`src/rtl/tpm_pkg.sv`:
```
// Shared types and constants of the trie multi-pattern matcher.
// Holds the operation and status codes and the controller/datapath command and status structs.
// No dependencies.
package tpm_pkg;

  // Fixed widths of the channel fields.
  localparam int OP_W   = 2;
  localparam int SYM_W  = 8;
  localparam int POS_W  = 12;
  localparam int STAT_W = 2;

  // Operation codes of an input transaction.
  typedef enum logic [OP_W-1:0] {
    OP_ADD_PAT  = 2'd0,
    OP_ADD_TEXT = 2'd1,
    OP_TEST     = 2'd2,
    OP_CLEAR    = 2'd3
  } op_t;

  // Status codes of a result transaction.
  typedef enum logic [STAT_W-1:0] {
    ST_OK        = 2'd0,
    ST_NODE_FULL = 2'd1,
    ST_TEXT_FULL = 2'd2
  } status_t;

  // Commands from the controller to the datapath.
  typedef struct packed {
    logic capture;    // latch the accepted input fields
    logic sweep_wr;   // clearing pass: zero one child entry and one node row
    logic clr_start;  // clear item: reset counters, restart the clearing pass
    logic pat_rd;     // read child entry at insert cursor and symbol
    logic pat_upd;    // apply the pattern symbol from the read child entry
    logic txt_wr;     // append the text symbol
    logic tst_start;  // start a walk at the latched position
    logic txt_rd;     // read the text symbol at the walk index
    logic child_rd;   // read the child entry of the walk node and text symbol
    logic node_rd;    // read the end mark and child flag of the reached node
    logic step;       // advance the walk one edge
    logic res_hit;    // stage a match result
    logic res_miss;   // stage a no-match result
    logic out_load;   // move the staged result into the output register
  } tpm_cmd_t;

  // Status from the datapath to the controller.
  typedef struct packed {
    logic sweep_last;  // clearing pass is at its last entry
    logic pos_ok;      // start position lies inside the stored text
    logic child_zero;  // walk found no edge for the text symbol
    logic walk_hit;    // reached node ends a pattern or is a leaf
    logic idx_last;    // walk index is at the last text symbol
  } tpm_stat_t;

endpackage

```
`src/rtl/tpm_ctrl.sv`:
```
// Controller of the trie multi-pattern matcher: sequences each operation and the
// clearing pass, and owns the channel handshakes. Depends on tpm_pkg.
module tpm_ctrl import tpm_pkg::*; (
  input  logic      clk,
  input  logic      rst_n,
  input  logic      in_valid,
  output logic      in_ready,
  input  op_t       in_op,
  output logic      out_valid,
  input  logic      out_ready,
  output tpm_cmd_t  cmd,
  input  tpm_stat_t stat
);

  typedef enum logic [3:0] {
    S_SWEEP,
    S_IDLE,
    S_PAT_RD,
    S_PAT_UPD,
    S_TXT,
    S_TST_START,
    S_TST_TXT,
    S_TST_CHILD,
    S_TST_NODE,
    S_TST_EVAL,
    S_CLR
  } state_t;

  state_t state_r, state_nxt;
  logic   pend_r, pend_nxt;
  logic   out_valid_r, out_valid_nxt;
  logic   accept;
  logic   push;
  logic   finish;

  // A new item is taken when the block is idle and the staging slot is free.
  assign in_ready = (state_r == S_IDLE) && !pend_r;
  assign accept   = in_valid && in_ready;
  assign push     = pend_r && (!out_valid_r || out_ready);

  // Next state and commands.
  always_comb begin
    cmd       = '0;
    state_nxt = state_r;
    finish    = 1'b0;
    cmd.out_load = push;
    unique case (state_r)
      S_SWEEP: begin
        cmd.sweep_wr = 1'b1;
        if (stat.sweep_last) begin
          state_nxt = S_IDLE;
        end
      end
      S_IDLE: begin
        if (accept) begin
          cmd.capture = 1'b1;
          unique case (in_op)
            OP_ADD_PAT:  state_nxt = S_PAT_RD;
            OP_ADD_TEXT: state_nxt = S_TXT;
            OP_TEST:     state_nxt = S_TST_START;
            OP_CLEAR:    state_nxt = S_CLR;
          endcase
        end
      end
      S_PAT_RD: begin
        cmd.pat_rd = 1'b1;
        state_nxt  = S_PAT_UPD;
      end
      S_PAT_UPD: begin
        cmd.pat_upd = 1'b1;
        finish      = 1'b1;
        state_nxt   = S_IDLE;
      end
      S_TXT: begin
        cmd.txt_wr = 1'b1;
        finish     = 1'b1;
        state_nxt  = S_IDLE;
      end
      S_TST_START: begin
        if (stat.pos_ok) begin
          cmd.tst_start = 1'b1;
          state_nxt     = S_TST_TXT;
        end else begin
          cmd.res_miss = 1'b1;
          finish       = 1'b1;
          state_nxt    = S_IDLE;
        end
      end
      S_TST_TXT: begin
        cmd.txt_rd = 1'b1;
        state_nxt  = S_TST_CHILD;
      end
      S_TST_CHILD: begin
        cmd.child_rd = 1'b1;
        state_nxt    = S_TST_NODE;
      end
      S_TST_NODE: begin
        if (stat.child_zero) begin
          cmd.res_miss = 1'b1;
          finish       = 1'b1;
          state_nxt    = S_IDLE;
        end else begin
          cmd.node_rd = 1'b1;
          state_nxt   = S_TST_EVAL;
        end
      end
      S_TST_EVAL: begin
        priority if (stat.walk_hit) begin
          cmd.res_hit = 1'b1;
          finish      = 1'b1;
          state_nxt   = S_IDLE;
        end else if (stat.idx_last) begin
          cmd.res_miss = 1'b1;
          finish       = 1'b1;
          state_nxt    = S_IDLE;
        end else begin
          cmd.step  = 1'b1;
          state_nxt = S_TST_TXT;
        end
      end
      S_CLR: begin
        cmd.clr_start = 1'b1;
        finish        = 1'b1;
        state_nxt     = S_SWEEP;
      end
      default: begin
        state_nxt = S_IDLE;
      end
    endcase
    pend_nxt      = finish || (pend_r && !push);
    out_valid_nxt = push || (out_valid_r && !out_ready);
  end

  // State and handshake registers; reset starts the clearing pass.
  always_ff @(posedge clk) begin
    if (!rst_n) begin
      state_r     <= S_SWEEP;
      pend_r      <= 1'b0;
      out_valid_r <= 1'b0;
    end else begin
      state_r     <= state_nxt;
      pend_r      <= pend_nxt;
      out_valid_r <= out_valid_nxt;
    end
  end

  assign out_valid = out_valid_r;

endmodule

```
`config.mk`:
```
export PLATFORM = sky130hd
export DESIGN_NAME = tpm_ctrl
export DESIGN_NICKNAME = d
export VERILOG_FILES = /design/src/rtl/tpm_pkg.sv /design/src/rtl/tpm_ctrl.sv
export SDC_FILE = /design/constraint.sdc
export NUM_CORES = 1
export LEC_CHECK = 0
export ABC_AREA = 1
export BUFFER_PORTS_ARGS = -buffer_cell sky130_fd_sc_hd__buf_2
export CAP_MARGIN = 0
export CORE_AREA = 2 2 39 41
export CTS_BUF_LIST = sky130_fd_sc_hd__clkbuf_8
export DETAILED_ROUTE_END_ITERATION = 8
export DIE_AREA = 0 0 41 43
export PLACE_DENSITY = 0.86
export RECOVER_POWER = 50
export SYNTH_ARGS = -nofsm -noshare
export SYNTH_HDL_FRONTEND = slang
export SYNTH_SLANG_ARGS = --single-unit
```
`constraint.sdc`:
```
create_clock -name clk -period 1.85 [get_ports clk]
set_clock_uncertainty 0.2 [all_clocks]
set_input_delay 0.4625 -clock clk [delete_from_list [all_inputs] [get_ports clk]]
set_output_delay 0.4625 -clock clk [all_outputs]
set_load 0.01 [all_outputs]
```
Word level (Yosys, flattened, before mapping)
Index checks and enable logic that the tools add are counted.
{ "word_totals": {"reg_bits": 6, "input_bits": 11, "out_inout_bits": 16, "wordCells": 66} }
{ "classes": {"n_eq_ne": 15, "muxes": 32, "n_reduce_logical": 16} }
{ "ops": {"columns": ["operator", "n"], "rows": [
  ["$pmux 4 s9", 1],
  ["$mux 1", 21],
  ["$eq 4x3->1 const B", 4],
  ["$mux 4", 4],
  ["$pmux 4 s4", 1],
  ["$eq 4x4->1 const B", 3],
  ["$eq 4x2->1 const B", 2],
  ["$mux 3", 2],
  ["$logic_and 1x1->1", 5],
  ["$eq 2x2->1 const B", 2],
  ["$eq 4x1->1 const B", 1],
  ["$logic_not 1->1", 4],
  ["$logic_not 4->1", 1],
  ["$ne 2x2->1 const B", 2],
  ["$pmux 1 s4", 1],
  ["$logic_or 1x1->1", 3],
  ["$pmux 1 s3", 1],
  ["$reduce_or 3->1", 1],
  ["$eq 2x1->1 const B", 1],
  ["$logic_not 2->1", 1],
  ["$mux 2", 1],
  ["$reduce_and 2->1", 1]
]} }

Longest topological paths before layout
Gate-level depths: netlist (run 1).
{ "logic_depth": {"depth_word": 6, "depth_mapped": 9, "ltp_nobuf": 9} }

Least setup slack after synthesis (run 1)
Ideal clock, no wire load.
{ "synth_timing": {"path_kind": "register to output", "startpoint": "register state_r[0]", "endpoint": "output port cmd[1] (netlist name)", "arrival_ns": 1.060, "t_required_ns": 1.187, "setup_slack_ns": 0.127, "path_stages_with_launch": 5, "n_path_buf": 0, "cell_sequence": "dfxtp_1 inv_1 nor2_4 nand2_2 o311ai_1"} }
{ "synth_rtl": {"columns": ["element", "line", "source"], "rows": [
  ["from (decl)", "tpm_ctrl.sv:29", "state_t state_r, state_nxt;"],
  ["from (signal assigned)", "tpm_ctrl.sv:141", "state_r <= state_nxt;"],
  ["to (decl)", "tpm_ctrl.sv:11", "output tpm_cmd_t cmd,"]
]} }

==> key figures, run 1 <==
Clocking
  – Clock Path Buffers: 2
  – Post-CTS Hold Buffers: 0
  – H-tree depth: 1
  – Worst-Skew Late Latency: 220 ps
  – TritonCTS Buffers: 3
  – Sink Count: 6
  – Root Buffer: clkbuf_8
  – CTS tree: yes
  – Clock Pin Slew Worst Setup and Hold Paths: 30 ps

Job
  – Maxcap violations: 0

STA
  – Hold slack: 283.2 ps
  – Worst setup margin: -51.09 ps
  – Worst-margin pin slew: 228.4 ps
  – Crit share post-route: 1.028
  – Fmax: 0.5260 GHz
  – Final hold vios: 0
  – Clock period minus worst slack: 1901 ps
  – Slew Limit Fails: 0
  – Unrepaired setup endpoints after global routing: true
  – Slew margin rel.: 0.8466
  – Final setup fails: 2

Worst setup path
  – Critical path required time: 1190 ps
  – Setup CP Type: flop to output pin
  – CP Capture Type: output pin
  – Worst R2R Path Depth: 9
  – CP startpoint kind: flop
  – Worst Path Max Fanout: 3
  – Arrival time worst endpoint: 1240 ps

Place
  – Area after DPL: 732.0 µm²
  – Port Buffers: 26
  – Global placement routability congestion: 0.9154
  – Final HPWL DP: 1.222 mm
  – Worst slack, placed: 94.21 ps

Global route
  – Largest net degree at the start of global routing: 7
  – Number of global-route vias before repair: 669
  – Gr ovfl total: 0
  – All-Layer GR Usage: 0.2173
  – Initial antenna violation count: 0
  – First-pass GRT wire length: 2.553 mm

Logic synthesis
  – Mapped Avg Cell Area: 5.522 µm²
  – Synth Register Bits: 6
  – Cell area after synthesis: 574.3 µm²
  – Cell count after synthesis: 104
  – Register area share after synthesis: 0.2092
  – YS warnings: 0
  – Distinct cells, synth: 20
  – Net Count, Synth: 117

Routing
  – Initial DRC count: 13
  – First-pass iteration count of the detailed router: 4
  – WL per Instance: 10.98 µm
  – DRT Wirelength: 1.724 mm
  – Vias post-DR: 764
  – Antenna-violating nets left: 0
  – Routed vias/inst: 4.866
  – # DRC: 0

Floorplanning
  – I/O pins: 27
  – Initial Util: 0.4150
  – Die Width: 41 µm
  – Floorplan core area: 1384 µm²
  – Die height: 43 µm
  – Die area: 1763 µm²
  – Row count: 14

Final layout
  – Layout fillers: 116
  – Final instance area: 900.9 µm²
  – P&R area growth vs syn: 56.86%
  – Layout Utilization: 0.6510
  – Commonest non-fill, non-tap cells in the layout: 27 x nand2_1, 24 x buf_2, 23 x inv_1
  – Nets: 156
  – # diodes: 0
  – Fraction of layout cells with a size suffix above 1: 0.4255
  – Commonest non-fill, non-tap cell in the layout: nand2_1

Pwr
  – Static leakage: 0.5547 nW
  – Pwr dens: 631.3 nW/µm²
  – Peak supply drop: 345.7 µV

Status
  – Status: finished with violations
  – Violated checks: setup timing

Worst hold path
  – Worst Hold Depth: 3
  – HP Class: input pin to flop
==> area by class of cell <==
cell class,count,area [µm²],area share
well taps,16,20.02,0.02222
clock buffers,3,41.29,0.04583
flip-flops and latches,6,135.1,0.1500
repair buffers,35,206.4,0.2292
multi-input cells,71,397.9,0.4417
inverters,26,100.1,0.1111
==> kinds of logic after synthesis <==
family | Yosys count | share of synthesized area
simple gates | 63 | 0.5011
flops | 6 | 0.2092
buf+inv | 27 | 0.1830
compound gates | 6 | 0.06317
fa+ha+maj | 2 | 0.04357
==> worst max-delay path, stage by stage, from the launching register on <==
cell and delay, ps:
dfxtp_4 340, buf_4 120, nand2_1 60, nor2_2 160
nand2_2 90, o311ai_2 80, buf_2 170
==> metrics by stage <==
stage | TNS [ps] | instances | power, mW
after global placement | 0 | 147 | 0.3245
after floorplan | 0 | 104 | 0.2710
after CTS | -146.4 | 154 | 0.5585
after detailed placement | 0 | 147 | 0.3275
after global routing | -343.3 | 157 | 0.6079
final | -73.32 | 157 | 0.5687
==> what timing repair did <==
| item | in CTS | in global routing |
|---|---|---|
| hold endpoints to repair | 0 | 0 |
| setup buffers | 4 | 3 |
| resized for setup | 13 | 12 |
| pin swaps | 3 | 5 |
| setup endpoints to repair | 10 | 11 |
| gates cloned | 0 | 0 |
==> worst paths after layout <==
| path | startpoint | endpoint | slack (ps) |
|---|---|---|---|
| hold / removal | rst_n | state_r[0] | 280 |
| setup / recovery | state_r[0] | cmd[1] | -50 |
| hold reg to reg | out_valid | out_valid | 290 |
| setup reg to reg | state_r[1] | state_r[0] | 370 |
==> routing by layer <==
| metal | vias to the layer above | track usage | wire length (µm) |
|---|---|---|---|
| met4 | 0 | 0.1333 | 40 |
| met3 | 5 | 0.05236 | 78 |
| li1 | 390 | - | - |
| met5 | - | 0 | 0 |
| met1 | 347 | 0.2362 | 715 |
| met2 | 22 | 0.3531 | 889 |
==> synthesized netlist by cell type (all sizes together) <==
library cell,instances,area share
inv,26,0.17
dfxtp,6,0.21
buf,1,0.013
nor4,1,0.011
nand2,30,0.20
o311ai,1,0.015
o211ai,1,0.013
nand4,1,0.011
nor2,22,0.20
o21ai,2,0.017
ha,2,0.044
nand3b,1,0.013
nor3,4,0.035
a21oi,2,0.017
nand3,4,0.035
==> power by group <==
group          internal [mW]  switching (mW)
Sequential             0.141          0.0161
Clock                  0.140          0.0542
Combinational         0.0889           0.129
Total                  0.370           0.199
==> registers in the layout, indices dropped and copies added, names as in the netlist <==
name and flops:
pend_r 1, state_r 4, out_valid 1
No activity file was read; power rests on OpenSTA's default activity.
==> inputs of run 2 (changes only) <==
ABC_AREA = unset   (was 1)
==> run 2 against run 1 <==
Net effect:
- the run still ends with setup timing left
- flip-flop and latch count stayed put
- synthesized cell count is 29% lower
- worst hold slack better by 62 ps
- non-clock buffer count is 8 higher
- sequential power is 12% lower
- synthesized area stayed put
- critical path type unchanged
==> key figures, run 2 <==
Routing
  – Antenna-violating nets left: 0
  – First-pass iteration count of the detailed router: 4
  – # DRC: 0
  – WL per Instance: 15.19 µm
  – DRT Wirelength: 1.990 mm
  – Initial DRC count: 20
  – Routed vias/inst: 5.756
  – Vias post-DR: 754

Place
  – Port Buffers: 26
  – Area after DPL: 750.7 µm²
  – Final HPWL DP: 1.189 mm
  – Global placement routability congestion: 0.8137

Clocking
  – TritonCTS Buffers: 3
  – Root Buffer: clkbuf_8
  – CTS tree: yes
  – Sink Count: 6
  – Clock Pin Slew Worst Setup and Hold Paths: 40 ps
  – Clock Path Buffers: 2
  – Post-CTS Hold Buffers: 0
  – Worst-Skew Late Latency: 220 ps
  – H-tree depth: 1

Global route
  – Largest net degree at the start of global routing: 12
  – Initial antenna violation count: 0
  – Number of global-route vias before repair: 715
  – First-pass GRT wire length: 3.001 mm
  – All-Layer GR Usage: 0.2530
  – Gr ovfl total: 0

Logic synthesis
  – Commonest cells in the netlist: 9 x nor2_1, 6 x dfxtp_1, 5 x nor2b_1, 5 x nor3b_1
  – Share of the synthesized area in the top cell type: 0.2092
  – Async SR Flop Fraction: 0
  – Mapped Avg Cell Area: 7.761 µm²
  – Cell count after synthesis: 74
  – Distinct cells, synth: 32
  – Register area share after synthesis: 0.2092
  – Top_reg_cell synth: dfxtp_1
  – Area leader, netlist: dfxtp_1
  – Synth Register Bits: 6
  – Cell area after synthesis: 574.3 µm²
  – Most common cell in the netlist: nor2_1
  – Net Count, Synth: 87
  – Number of synthesized flops with an enable pin: 0
  – Synth area leaders: dfxtp_1 21%, nor3b_1 6.5%, nor2_1 5.9%
  – YS warnings: 0

Worst setup path
  – Worst R2R Path Depth: 6
  – CP Capture Type: output pin
  – Worst R2R End: state_r[1]
  – Setup CP Type: flop to output pin
  – Reg2reg setup slack: 90 ps
  – Reg-to-reg startpoint: state_r[3]
  – Setup crit start: state_r[0]
  – Arrival time worst endpoint: 1260 ps
  – Worst Setup EP: cmd[8]
  – Worst Path Max Fanout: 6
  – CP startpoint kind: flop
  – Critical path required time: 1190 ps

Status
  – Violated checks: setup timing
  – Status: finished with violations

Final layout
  – Max reg flops: 4
  – Commonest non-fill, non-tap cell in the layout: buf_2
  – Commonest non-fill, non-tap cells in the layout: 24 x buf_2, 15 x buf_4, 7 x nor2_1
  – # diodes: 0
  – P&R area growth vs syn: 63.40%
  – Nets: 130
  – Reg with most FFs: state_r
  – Fraction of layout cells with a size suffix above 1: 0.5217
  – Layout fillers: 113
  – Final instance area: 938.4 µm²

Pwr
  – Pwr Total: 452.9 µW
  – Pwr dens: 482.6 nW/µm²
  – Peak supply drop: 387.8 µV
  – Static leakage: 0.4969 nW

Floorplanning
  – Die area: 1763 µm²
  – Die Width: 41 µm
  – Row count: 14
  – Floorplan core area: 1384 µm²
  – Initial Util: 0.4150
  – Die height: 43 µm
  – I/O pins: 27

Worst hold path
  – HP Class: input pin to flop

STA
  – Hold slack: 345.0 ps
  – Worst-margin pin slew: 305.9 ps
  – Unrepaired setup endpoints after global routing: true
  – Clock period minus worst slack: 1920 ps
  – Fmax: 0.5209 GHz
  – Final setup fails: 5
  – Final hold vios: 0
  – Worst setup margin: -69.78 ps
  – Slew margin rel.: 0.7961
  – Crit share post-route: 1.038
  – Slew Limit Fails: 0

Job
  – Maxcap violations: 0
[run 2: cell count changes in the layout (fill, tap and decap cells not counted), moves of 3 or more]
cell | before | now
buf_4 | 8 | 15
inv_1 | 23 | 2
nand2_1 | 27 | 3
nand2_2 | 3 | 0
nand3_1 | 3 | 0
nor2_1 | 12 | 7
nor2_4 | 6 | 0
nor2b_1 | 0 | 5
nor3_1 | 4 | 1
nor3b_1 | 0 | 3
o211a_1 | 0 | 3
[run 2: worst min path at each step]
stage                       from   endpoint  slack (ps)  depth (start not counted)
after CTS                  rst_n     pend_r         340                          2
after detailed placement  pend_r  out_valid         370                          1
after global routing       rst_n     pend_r         340                          2
final                      rst_n     pend_r         340                          2
after floorplan           pend_r  out_valid         310                          1
after global placement    pend_r  out_valid         340                          1
[run 2: metal layers]
metal  up-vias  GRT usage  wire length, µm  share of wire
met1       356     0.2797              769           0.39
li1        352          -                -              -
met3        10    0.05759              121          0.061
met5         -          0                0              0
met4         0     0.1867               76          0.038
met2        36     0.3938             1023           0.51
[run 2: repair_timing]
| item | CTS | global route |
|---|---|---|
| resized for setup | 16 | 5 |
| gates cloned | 0 | 0 |
| pin swaps | 3 | 2 |
| setup buffers | 9 | 1 |
| setup endpoints to repair | 12 | 10 |
[run 2: per-stage QoR]
stage	std cells	setup TNS, ps	utilization	setup slack (ps)
final	131	-185.8	0.6781	-69.78
after global routing	131	-462.9	0.6781	-110.9
after CTS	130	-98.02	0.6546	-65.78
after detailed placement	118	-2.010	0.5425	-2.010
after global placement	118	0	0.5425	74.31
after floorplan	74	0	-	69.08
[run 2: worst max-delay path: stages, from the launching register on]
cell     delay (ps)
dfxtp_4         350
buf_6           120
or2b_1          250
nor3_1          150
buf_2           170
[run 2: final cells by class]
| class | instances | area [µm²] | share of cell area |
|---|---|---|---|
| tap | 16 | 20.02 | 0.02133 |
| timing repair buffer | 43 | 262.8 | 0.2800 |
| multi-input combinational | 61 | 474.2 | 0.5053 |
| inverter | 2 | 7.507 | 0.008000 |
| sequential | 6 | 132.6 | 0.1413 |
| clock buffer | 3 | 41.29 | 0.04400 |
[run 2: cells by family after synthesis]
kind of cell	share of synthesized area
buffers and inverters	0.05882
and+or+nand+nor	0.4531
AOI/OAI and AO/OA	0.2353
DFF	0.2092
adders and majority gates	0.04357
[run 2: report_power, final]
part	leakage, nW	internal [mW]	switching [mW]
clock	0.0216	0.139	0.0509
sequential	0.0513	0.132	0.00589
combinational	0.424	0.0633	0.0618
